## src/tpwg_pkg.sv

```systemverilog
`timescale 1ns / 1ps

package tpwg_pkg;

	// Tuner type codes held in the configuration register
	typedef enum logic [1:0] {
		KIND_FOUR  = 2'd0,
		KIND_THREE = 2'd1,
		KIND_EIGHT = 2'd2
	} tuner_kind_t;

	localparam int FREQ_W = 30;
	localparam int SUM_W  = FREQ_W + 1;
	localparam int QUO_W  = 14;

	// Divider = (freq + DIV_OFFSET) / DIV_STEP
	localparam logic [SUM_W-1:0] DIV_OFFSET = 31'd36166667;
	localparam int unsigned      DIV_STEP   = 166667;

	// Reciprocal ceil(2^49 / 166667); its error term 143010 keeps the
	// quotient exact for every sum below 2^31.
	localparam int          RECIP_SHIFT = 49;
	localparam logic [31:0] RECIP       = 32'd3377692966;

	localparam logic [7:0] CTRL_BASE  = 8'h85;
	localparam logic [7:0] CTRL_EIGHT = 8'h93;

	typedef struct packed {
		logic [FREQ_W-1:0] lo;
		logic [FREQ_W-1:0] hi;
		logic [7:0]        code;
	} band_t;

	typedef struct packed {
		logic       hit;
		logic [7:0] code;
	} band_hit_t;

	localparam band_t BANDS_FOUR [4] = '{
		'{30'd47000000,  30'd153000000, 8'h01},
		'{30'd153000000, 30'd430000000, 8'h02},
		'{30'd430000000, 30'd824000000, 8'h0C},
		'{30'd824000000, 30'd863000000, 8'h8C}
	};

	localparam band_t BANDS_THREE [3] = '{
		'{30'd174000000, 30'd230000000, 8'h82},
		'{30'd470000000, 30'd782000000, 8'h85},
		'{30'd782000000, 30'd863000000, 8'hC5}
	};

	localparam band_t BANDS_EIGHT [8] = '{
		'{30'd51000000,  30'd132100000, 8'h05},
		'{30'd132100000, 30'd143000000, 8'h45},
		'{30'd146000000, 30'd349100000, 8'h06},
		'{30'd349100000, 30'd397100000, 8'h46},
		'{30'd397100000, 30'd426000000, 8'h86},
		'{30'd430000000, 30'd659100000, 8'h03},
		'{30'd659100000, 30'd759100000, 8'h43},
		'{30'd759100000, 30'd858000000, 8'h83}
	};

	// Find the half-open range [lo, hi) that holds f; first match wins
	function automatic band_hit_t find_band(input logic [FREQ_W-1:0] f, input tuner_kind_t kind);
		band_hit_t r;
		r = '0;
		unique case (kind)
			KIND_FOUR: begin
				for (int i = 3; i >= 0; i--)
					if (f >= BANDS_FOUR[i].lo && f < BANDS_FOUR[i].hi)
						r = '{hit: 1'b1, code: BANDS_FOUR[i].code};
			end
			KIND_THREE: begin
				for (int i = 2; i >= 0; i--)
					if (f >= BANDS_THREE[i].lo && f < BANDS_THREE[i].hi)
						r = '{hit: 1'b1, code: BANDS_THREE[i].code};
			end
			KIND_EIGHT: begin
				for (int i = 7; i >= 0; i--)
					if (f >= BANDS_EIGHT[i].lo && f < BANDS_EIGHT[i].hi)
						r = '{hit: 1'b1, code: BANDS_EIGHT[i].code};
			end
			default: r = '0;
		endcase
		return r;
	endfunction

endpackage

```

## src/tuner_pll_word_generator.sv

```systemverilog
// Tuner PLL control-word generator.
// Two register stages: the input stage and the result register; a stalled output holds both.
// Throughput: one request per cycle while the output is not stalled; the divider is one
// reciprocal multiply and the band search is a parallel compare, both between the two registers.
// Reset: asynchronous, active low; clears valid flags and sets tuner_kind to 0.
`timescale 1ns / 1ps

module tuner_pll_word_generator import tpwg_pkg::*; (
	input  logic              clk,
	input  logic              arst_n,
	input  logic              cfg_wr_en,
	input  logic [1:0]        cfg_wr_data,
	input  logic              in_valid,
	output logic              in_stall,
	input  logic [FREQ_W-1:0] freq_hz,
	output logic              out_valid,
	input  logic              out_stall,
	output logic [6:0]        divider_high,
	output logic [7:0]        divider_low,
	output logic [7:0]        control_byte,
	output logic [7:0]        band_byte,
	output logic              out_of_band
);

	tuner_kind_t       kind_q;
	logic              valid_s1;
	logic [FREQ_W-1:0] freq_s1;
	logic              out_valid_q;
	logic [6:0]        div_high_q;
	logic [7:0]        div_low_q;
	logic [7:0]        ctrl_q;
	logic [7:0]        band_q;
	logic              oob_q;

	logic              adv;
	logic [SUM_W-1:0]  sum;
	logic [62:0]       prod;
	logic [QUO_W-1:0]  quo;
	logic [16:0]       div_w;
	band_hit_t         lk;
	logic [7:0]        ctrl;

	// Advance the whole pipe unless a result waits on a stalled output
	assign adv      = !(out_valid_q && out_stall);
	assign in_stall = !adv;

	// Divider by reciprocal multiply
	assign sum   = {1'b0, freq_s1} + DIV_OFFSET;
	assign prod  = sum * RECIP;
	assign quo   = prod[RECIP_SHIFT +: QUO_W];
	assign div_w = {{(17-QUO_W){1'b0}}, quo};

	// Band search and control byte for the selected tuner type
	always_comb begin
		lk = find_band(freq_s1, kind_q);
		unique case (kind_q)
			KIND_THREE: ctrl = CTRL_BASE | {1'b0, div_w[16:15], 5'b0};
			KIND_EIGHT: ctrl = CTRL_EIGHT;
			default:    ctrl = CTRL_BASE;
		endcase
	end

	// Hold control state: config register and valid flags
	always_ff @(posedge clk or negedge arst_n) begin
		if (!arst_n) begin
			kind_q      <= KIND_FOUR;
			valid_s1    <= 1'b0;
			out_valid_q <= 1'b0;
		end else begin
			if (cfg_wr_en)
				kind_q <= tuner_kind_t'(cfg_wr_data);
			if (adv) begin
				valid_s1    <= in_valid;
				out_valid_q <= valid_s1;
			end
		end
	end

	// Capture request and result payloads; zero the bytes when out of band
	always_ff @(posedge clk) begin
		if (adv) begin
			freq_s1 <= freq_hz;
			if (lk.hit) begin
				div_high_q <= div_w[14:8];
				div_low_q  <= div_w[7:0];
				ctrl_q     <= ctrl;
				band_q     <= lk.code;
				oob_q      <= 1'b0;
			end else begin
				div_high_q <= '0;
				div_low_q  <= '0;
				ctrl_q     <= '0;
				band_q     <= '0;
				oob_q      <= 1'b1;
			end
		end
	end

	assign out_valid    = out_valid_q;
	assign divider_high = div_high_q;
	assign divider_low  = div_low_q;
	assign control_byte = ctrl_q;
	assign band_byte    = band_q;
	assign out_of_band  = oob_q;

`ifndef SYNTHESIS
	a_oob_zero: assert property (@(posedge clk) disable iff (!arst_n)
		out_valid && out_of_band |-> (divider_high == 7'd0 && divider_low == 8'd0
			&& control_byte == 8'd0 && band_byte == 8'd0))
		else $error("out-of-band result carries nonzero bytes");

	a_req_to_s1: assert property (@(posedge clk) disable iff (!arst_n)
		in_valid && !in_stall |=> valid_s1)
		else $error("accepted request missing from input stage");

	a_s1_to_out: assert property (@(posedge clk) disable iff (!arst_n)
		valid_s1 && !in_stall |=> out_valid)
		else $error("input stage request lost before result register");
`endif

endmodule

```

## config.mk

```make
export PLATFORM = sky130hd
export DESIGN_NAME = tuner_pll_word_generator
export DESIGN_NICKNAME = d
export VERILOG_FILES = /design/src/tpwg_pkg.sv /design/src/tuner_pll_word_generator.sv
export SDC_FILE = /design/constraint.sdc
export NUM_CORES = 1
export LEC_CHECK = 0
export BUFFER_PORTS_ARGS = -buffer_cell sky130_fd_sc_hd__buf_2
export CAP_MARGIN = 40
export CELL_PAD_IN_SITES_DETAIL_PLACEMENT = 0
export CELL_PAD_IN_SITES_GLOBAL_PLACEMENT = 1
export CORE_AREA = 5 5 238 147
export DETAILED_ROUTE_END_ITERATION = 16
export DIE_AREA = 0 0 243 152
export PLACE_DENSITY = 0.87
export REMOVE_ABC_BUFFERS = 1
export SLEW_MARGIN = 40
export SYNTH_ARGS = -nofsm -noshare
export SYNTH_HDL_FRONTEND = slang
export SYNTH_SLANG_ARGS = --single-unit
```

## constraint.sdc

```tcl
create_clock -name clk -period 13.66 [get_ports clk]
set_clock_uncertainty 0.1 [all_clocks]
set_input_delay 0 -clock clk [delete_from_list [all_inputs] [get_ports clk]]
set_output_delay 0 -clock clk [all_outputs]
set_load 0.02 [all_outputs]
```

==> Word-level counts from Yosys, hierarchy flattened <==
Cells that the tools add are included.
{ "totals": {"register_bits": 66, "input_bits": 37, "output_inout_bits": 34, "word_cells": 77} }
{ "op_classes": {"addsub": 1, "mul": 1, "order_cmp": 28, "n_eq_ne": 2, "mux": 18, "n_reduce_logical": 17} }
{ "op_table": {"columns": ["op", "n"], "rows": [
  ["< comparator 30 bit, second input constant", 6],
  ["2-to-1 mux 9 bit", 15],
  [">= comparator 30 x 29 -> 1 bit, second input constant", 4],
  [">= comparator 30 bit, second input constant", 4],
  ["< comparator 30 x 29 -> 1 bit, second input constant", 4],
  [">= comparator 30 x 28 -> 1 bit, second input constant", 3],
  ["< comparator 30 x 28 -> 1 bit, second input constant", 3],
  ["multiplier 31 x 31 -> 62 bit, second input constant", 1],
  [">= comparator 30 x 26 -> 1 bit, second input constant", 2],
  ["adder 30 x 26 -> 31 bit, second input constant", 1],
  [">= comparator 30 x 27 -> 1 bit, second input constant", 1],
  ["< comparator 30 x 27 -> 1 bit, second input constant", 1],
  ["case mux 9 bit (3 select lines)", 1],
  ["logical AND 1 bit", 16],
  ["2-to-1 mux 5 bit", 1],
  ["equality test 2 x 1 -> 1 bit, second input constant", 1],
  ["equality test 2 bit, second input constant", 1],
  ["logical NOT 2 bit", 1],
  ["2-to-1 mux 1 bit", 1]
]} }

==> Logic depth before layout (Yosys ltp) <==
{ "depth": {"depth_word": 12, "depth_mapped": 32, "depth_no_buf": 32} }

==> Least setup slack after synthesis <==
No wires, ideal clock.
{ "synth_timing": {"path_type": "flip-flop to flip-flop", "from": "register freq_s1[0]", "to": "register div_low_q[5], in the netlist divider_low[5], data pin", "setup_ns": 0.271, "arrival_ns": 7.794, "required_ns": 13.289, "slack_ns": 5.495, "path_stages_with_launch": 32, "n_path_buf": 0, "period_less_slack_ns": 8.165, "cell_sequence": "edfxtp_1 inv_1 ha_1 nand2b_1 a211oi_1 o21ai_0 a31oi_1 o21bai_1 o21bai_1 and2_1 xor2_1 ha_1 ha_1 ha_1 inv_1 fa_1 inv_1 fa_1 inv_1 fa_1 inv_1 ha_1 ha_1 ha_1 nand2_1 nor2_1 and4_1 nor3b_1 a211o_1 a2111o_1 a21oi_1 nor3_1"} }
{ "synth_via": {"elab_chain_cells": 11, "elab_cells_between_ends": 61, "classes_between": "add/sub (1); mul (1); order compare (28); mux (16); reduce/logical (15)"} }
{ "synth_lines": {"columns": ["item", "line_no", "rtl"], "rows": [
  ["from (decl)", "tuner_pll_word_generator.sv:27", "logic [FREQ_W-1:0] freq_s1;"],
  ["from (signal assigned)", "tuner_pll_word_generator.sv:82", "freq_s1 <= freq_hz;"],
  ["branches (longest 11 deep; another with multiplier 31 x 31 -> 62 bit)", null, null],
  ["to (signal assigned)", "tuner_pll_word_generator.sv:85", "div_low_q <= div_w[7:0];"],
  ["to (decl)", "tuner_pll_word_generator.sv:30", "logic [7:0] div_low_q;"]
]} }
Parallel ways; which one is timed is not known.
A chain may end at the register's enable or synchronous reset.

==> Worst setup path after layout <==
{ "layout_timing": {"from": "register freq_s1[0]", "to": "register div_high_q[5], in the netlist divider_high[5], data pin"} }
{ "layout_via": {"elab_chain_cells": 11, "elab_cells_between_ends": 61, "classes_between": "add/sub (1); mul (1); order compare (28); mux (16); reduce/logical (15)"} }
{ "layout_lines": {"columns": ["item", "line_no", "rtl"], "rows": [
  ["branches (longest 11 deep; another with multiplier 31 x 31 -> 62 bit)", null, null],
  ["to (signal assigned)", "tuner_pll_word_generator.sv:84", "div_high_q <= div_w[14:8];"],
  ["to (decl)", "tuner_pll_word_generator.sv:29", "logic [6:0] div_high_q;"]
]} }
Parallel ways; which one is timed is not known.

==> run metrics <==
most common flop cell mapped by yosys edfxtp_1; fin nets ~2,600; Core ar. 0.0329 sq mm; Clock Tree Buf Depth 2; Ports 71; register bit total from synthesis 58; RSZ-0062 raised after global routing no; GRT Total Usage 27.0%; status finished, final reports clean; RePlAce Congestion 1.05; Congestion Overflow GR 0; # Max-Cap Violations 0; first-pass GRT wire length approximately 78,000 um; commonest non-fill, non-tap cell in the layout inv_1; Die Ht 152 um; CTS tree done; Ant. Diodes 0; Die X 243 um; Ys Warns 0; setup bufs post-CTS 0; Netlist cell types 73; 1st-iter DRT viols 1,049; # port buffers 64; Die Footprint 0.0369 sq mm; crit path DAT 9.48 ns; clk sinks 58; ranking of synthesized cells by area fa_1 (30%), ha_1 (26%), inv_1 (11%); Worst Max-Slew Pin Slew 0.856 ns; Async SR Flop Fraction 6.90%; fmax 107 MHz; Post-DRT Antenna Nets 0; Synth area leader fa_1; CP Launch Type register; cell family with most CP delay adder cells; detailed-route via count around 13,000; CP Class register to register; PostCTS Resize Cnt 0; Hold Fails Final Rpt 0; Root Buffer clkbuf_16; share of cells above drive strength 1 6.01%; drt total wl 49,700 um; first drt pass iteration count 5; # setup viols final 0; cell count after synthesis about 1,900; Seq/Total Area, Yosys approximately a tenth; Post-Syn Area 0.0177 sq mm; commonest cells after routing, fill and taps aside inv_1 (524), ha_1 (371), fa_1 (262), a21oi_1 (67), buf_2 (64); DRC 0; initial antenna violation count 0; Worst Path Required 13.75 ns; DP Area 0.0185 sq mm; routed len/inst 20.7 um; Worst-Skew Late Latency 0.34 ns; Rows 52; Crit Path Max Fanout 9; Mean Syn Cell Area 9.43 sq um; area grow syn2layout 8.22%; Tcrit/Tclk final 68.7%; Tightest Hold Check Type primary input to register; Via density 5.63; critical path's slowest cell xnor2_1; Worst-path clk slew approximately 0.060 ns; Buf/Inv on CP 3; H-tree depth 3; number of global-route vias before repair about 14,000; Worst slew margin 42.5%; Starting Density between 50% and 60%; final core occ 58.2%; cell mode on critical path ha_1; Design Area, Final 0.0192 sq mm; Sum Neg Setup Slack 0 ns; fin crit period 9.39 ns; DP Wirelength around 43,000 um; largest net degree at the start of global routing 38; Post-synth EDFFs 54; CP peak stage delay a little over 0.7 ns; CTS buffer count 9; Yosys top cell area share 29.6%; max-slew violation count 0; Hold-fix buffers, CTS 36; Worst Setup End Kind register
## per-layer routing
metal  routed length, um  share of wire, %  GRT usage (%)  vias up
li1                    -                 -              -     6276
met1               23100                47           40.6     6653
met2               20300                41           38.1      525
met3                5620                11           9.71       44
met4                 664               1.3           4.10        0
met5                   0                 0              0        -
## worst paths after layout
kind | startpoint | to | slack, ns | depth (start not counted)
max | freq_s1[0] | divider_high[5] | 4.27 | 26
min | out_stall | out_valid | 0.18 | 3
max reg2reg | freq_s1[0] | divider_high[5] | 4.27 | 26
min reg2reg | valid_s1 | out_valid | 0.37 | 1
max in group asynchronous | arst_n | kind_q[1] | 12.84 | 3
min in group asynchronous | arst_n | kind_q[0] | 0.45 | 3
## state kept, by name, summed over array words and instances (netlist names)
signal / count
band_byte: 6
control_byte: 3
divider_high: 6
divider_low: 8
freq_s1: 30
kind_q: 2
out_of_band: 1
out_valid: 1
valid_s1: 1
## tightest hold or removal path, cell delays in order
cell      delay (ns)
buf_2           0.09
nand2_2         0.30
nand2b_1        0.19
## final cells by class
cell class	instances	area, sq um
inverters	526	1970
well taps	432	541
fillers	2908	13800
repair buffers	119	823
clock buffers	9	225
flip-flops and latches	58	1720
clock inverters	7	92.6
multi-input cells	1245	13800
## Yosys cell counts (10+ instances only)
master,number
inv_1,524
ha_1,371
fa_1,262
a21oi_1,67
nand2_1,55
edfxtp_1,54
nor2_1,54
a21o_1,44
o21ai_0,37
xnor2_1,31
nand3_1,29
nor3_1,29
xor2_1,28
nand4_1,22
o211ai_1,19
buf_2,18
clkbuf_1,18
a211oi_1,15
o21a_1,13
o21bai_1,13
o31ai_1,13
and3_1,11
buf_4,10
## metrics by stage
step,hold WS (ns),setup slack (ns),std cells
floorplan,-0.396,5.47,1829
global placement,-0.292,4.20,2344
finish,0.176,4.27,2396
detailed placement,-0.288,4.46,2344
global route,0.254,3.73,2396
CTS,0.194,4.41,2396
## cell families after synthesis
kind of cell / share of synthesized area (%)
AND/OR/NAND/NOR: 7.55
adder cells (fa/ha/maj): 55.8
flip-flops: 9.72
other: 0.0212
AO/OA/AOI/OAI: 10.8
multiplexers: 0.417
XOR/XNOR: 2.92
buffers and inverters: 12.7
Power is left out: the tool's default activity adds up to more than one toggle a clock period on the data nets, which glitch-free logic cannot reach.
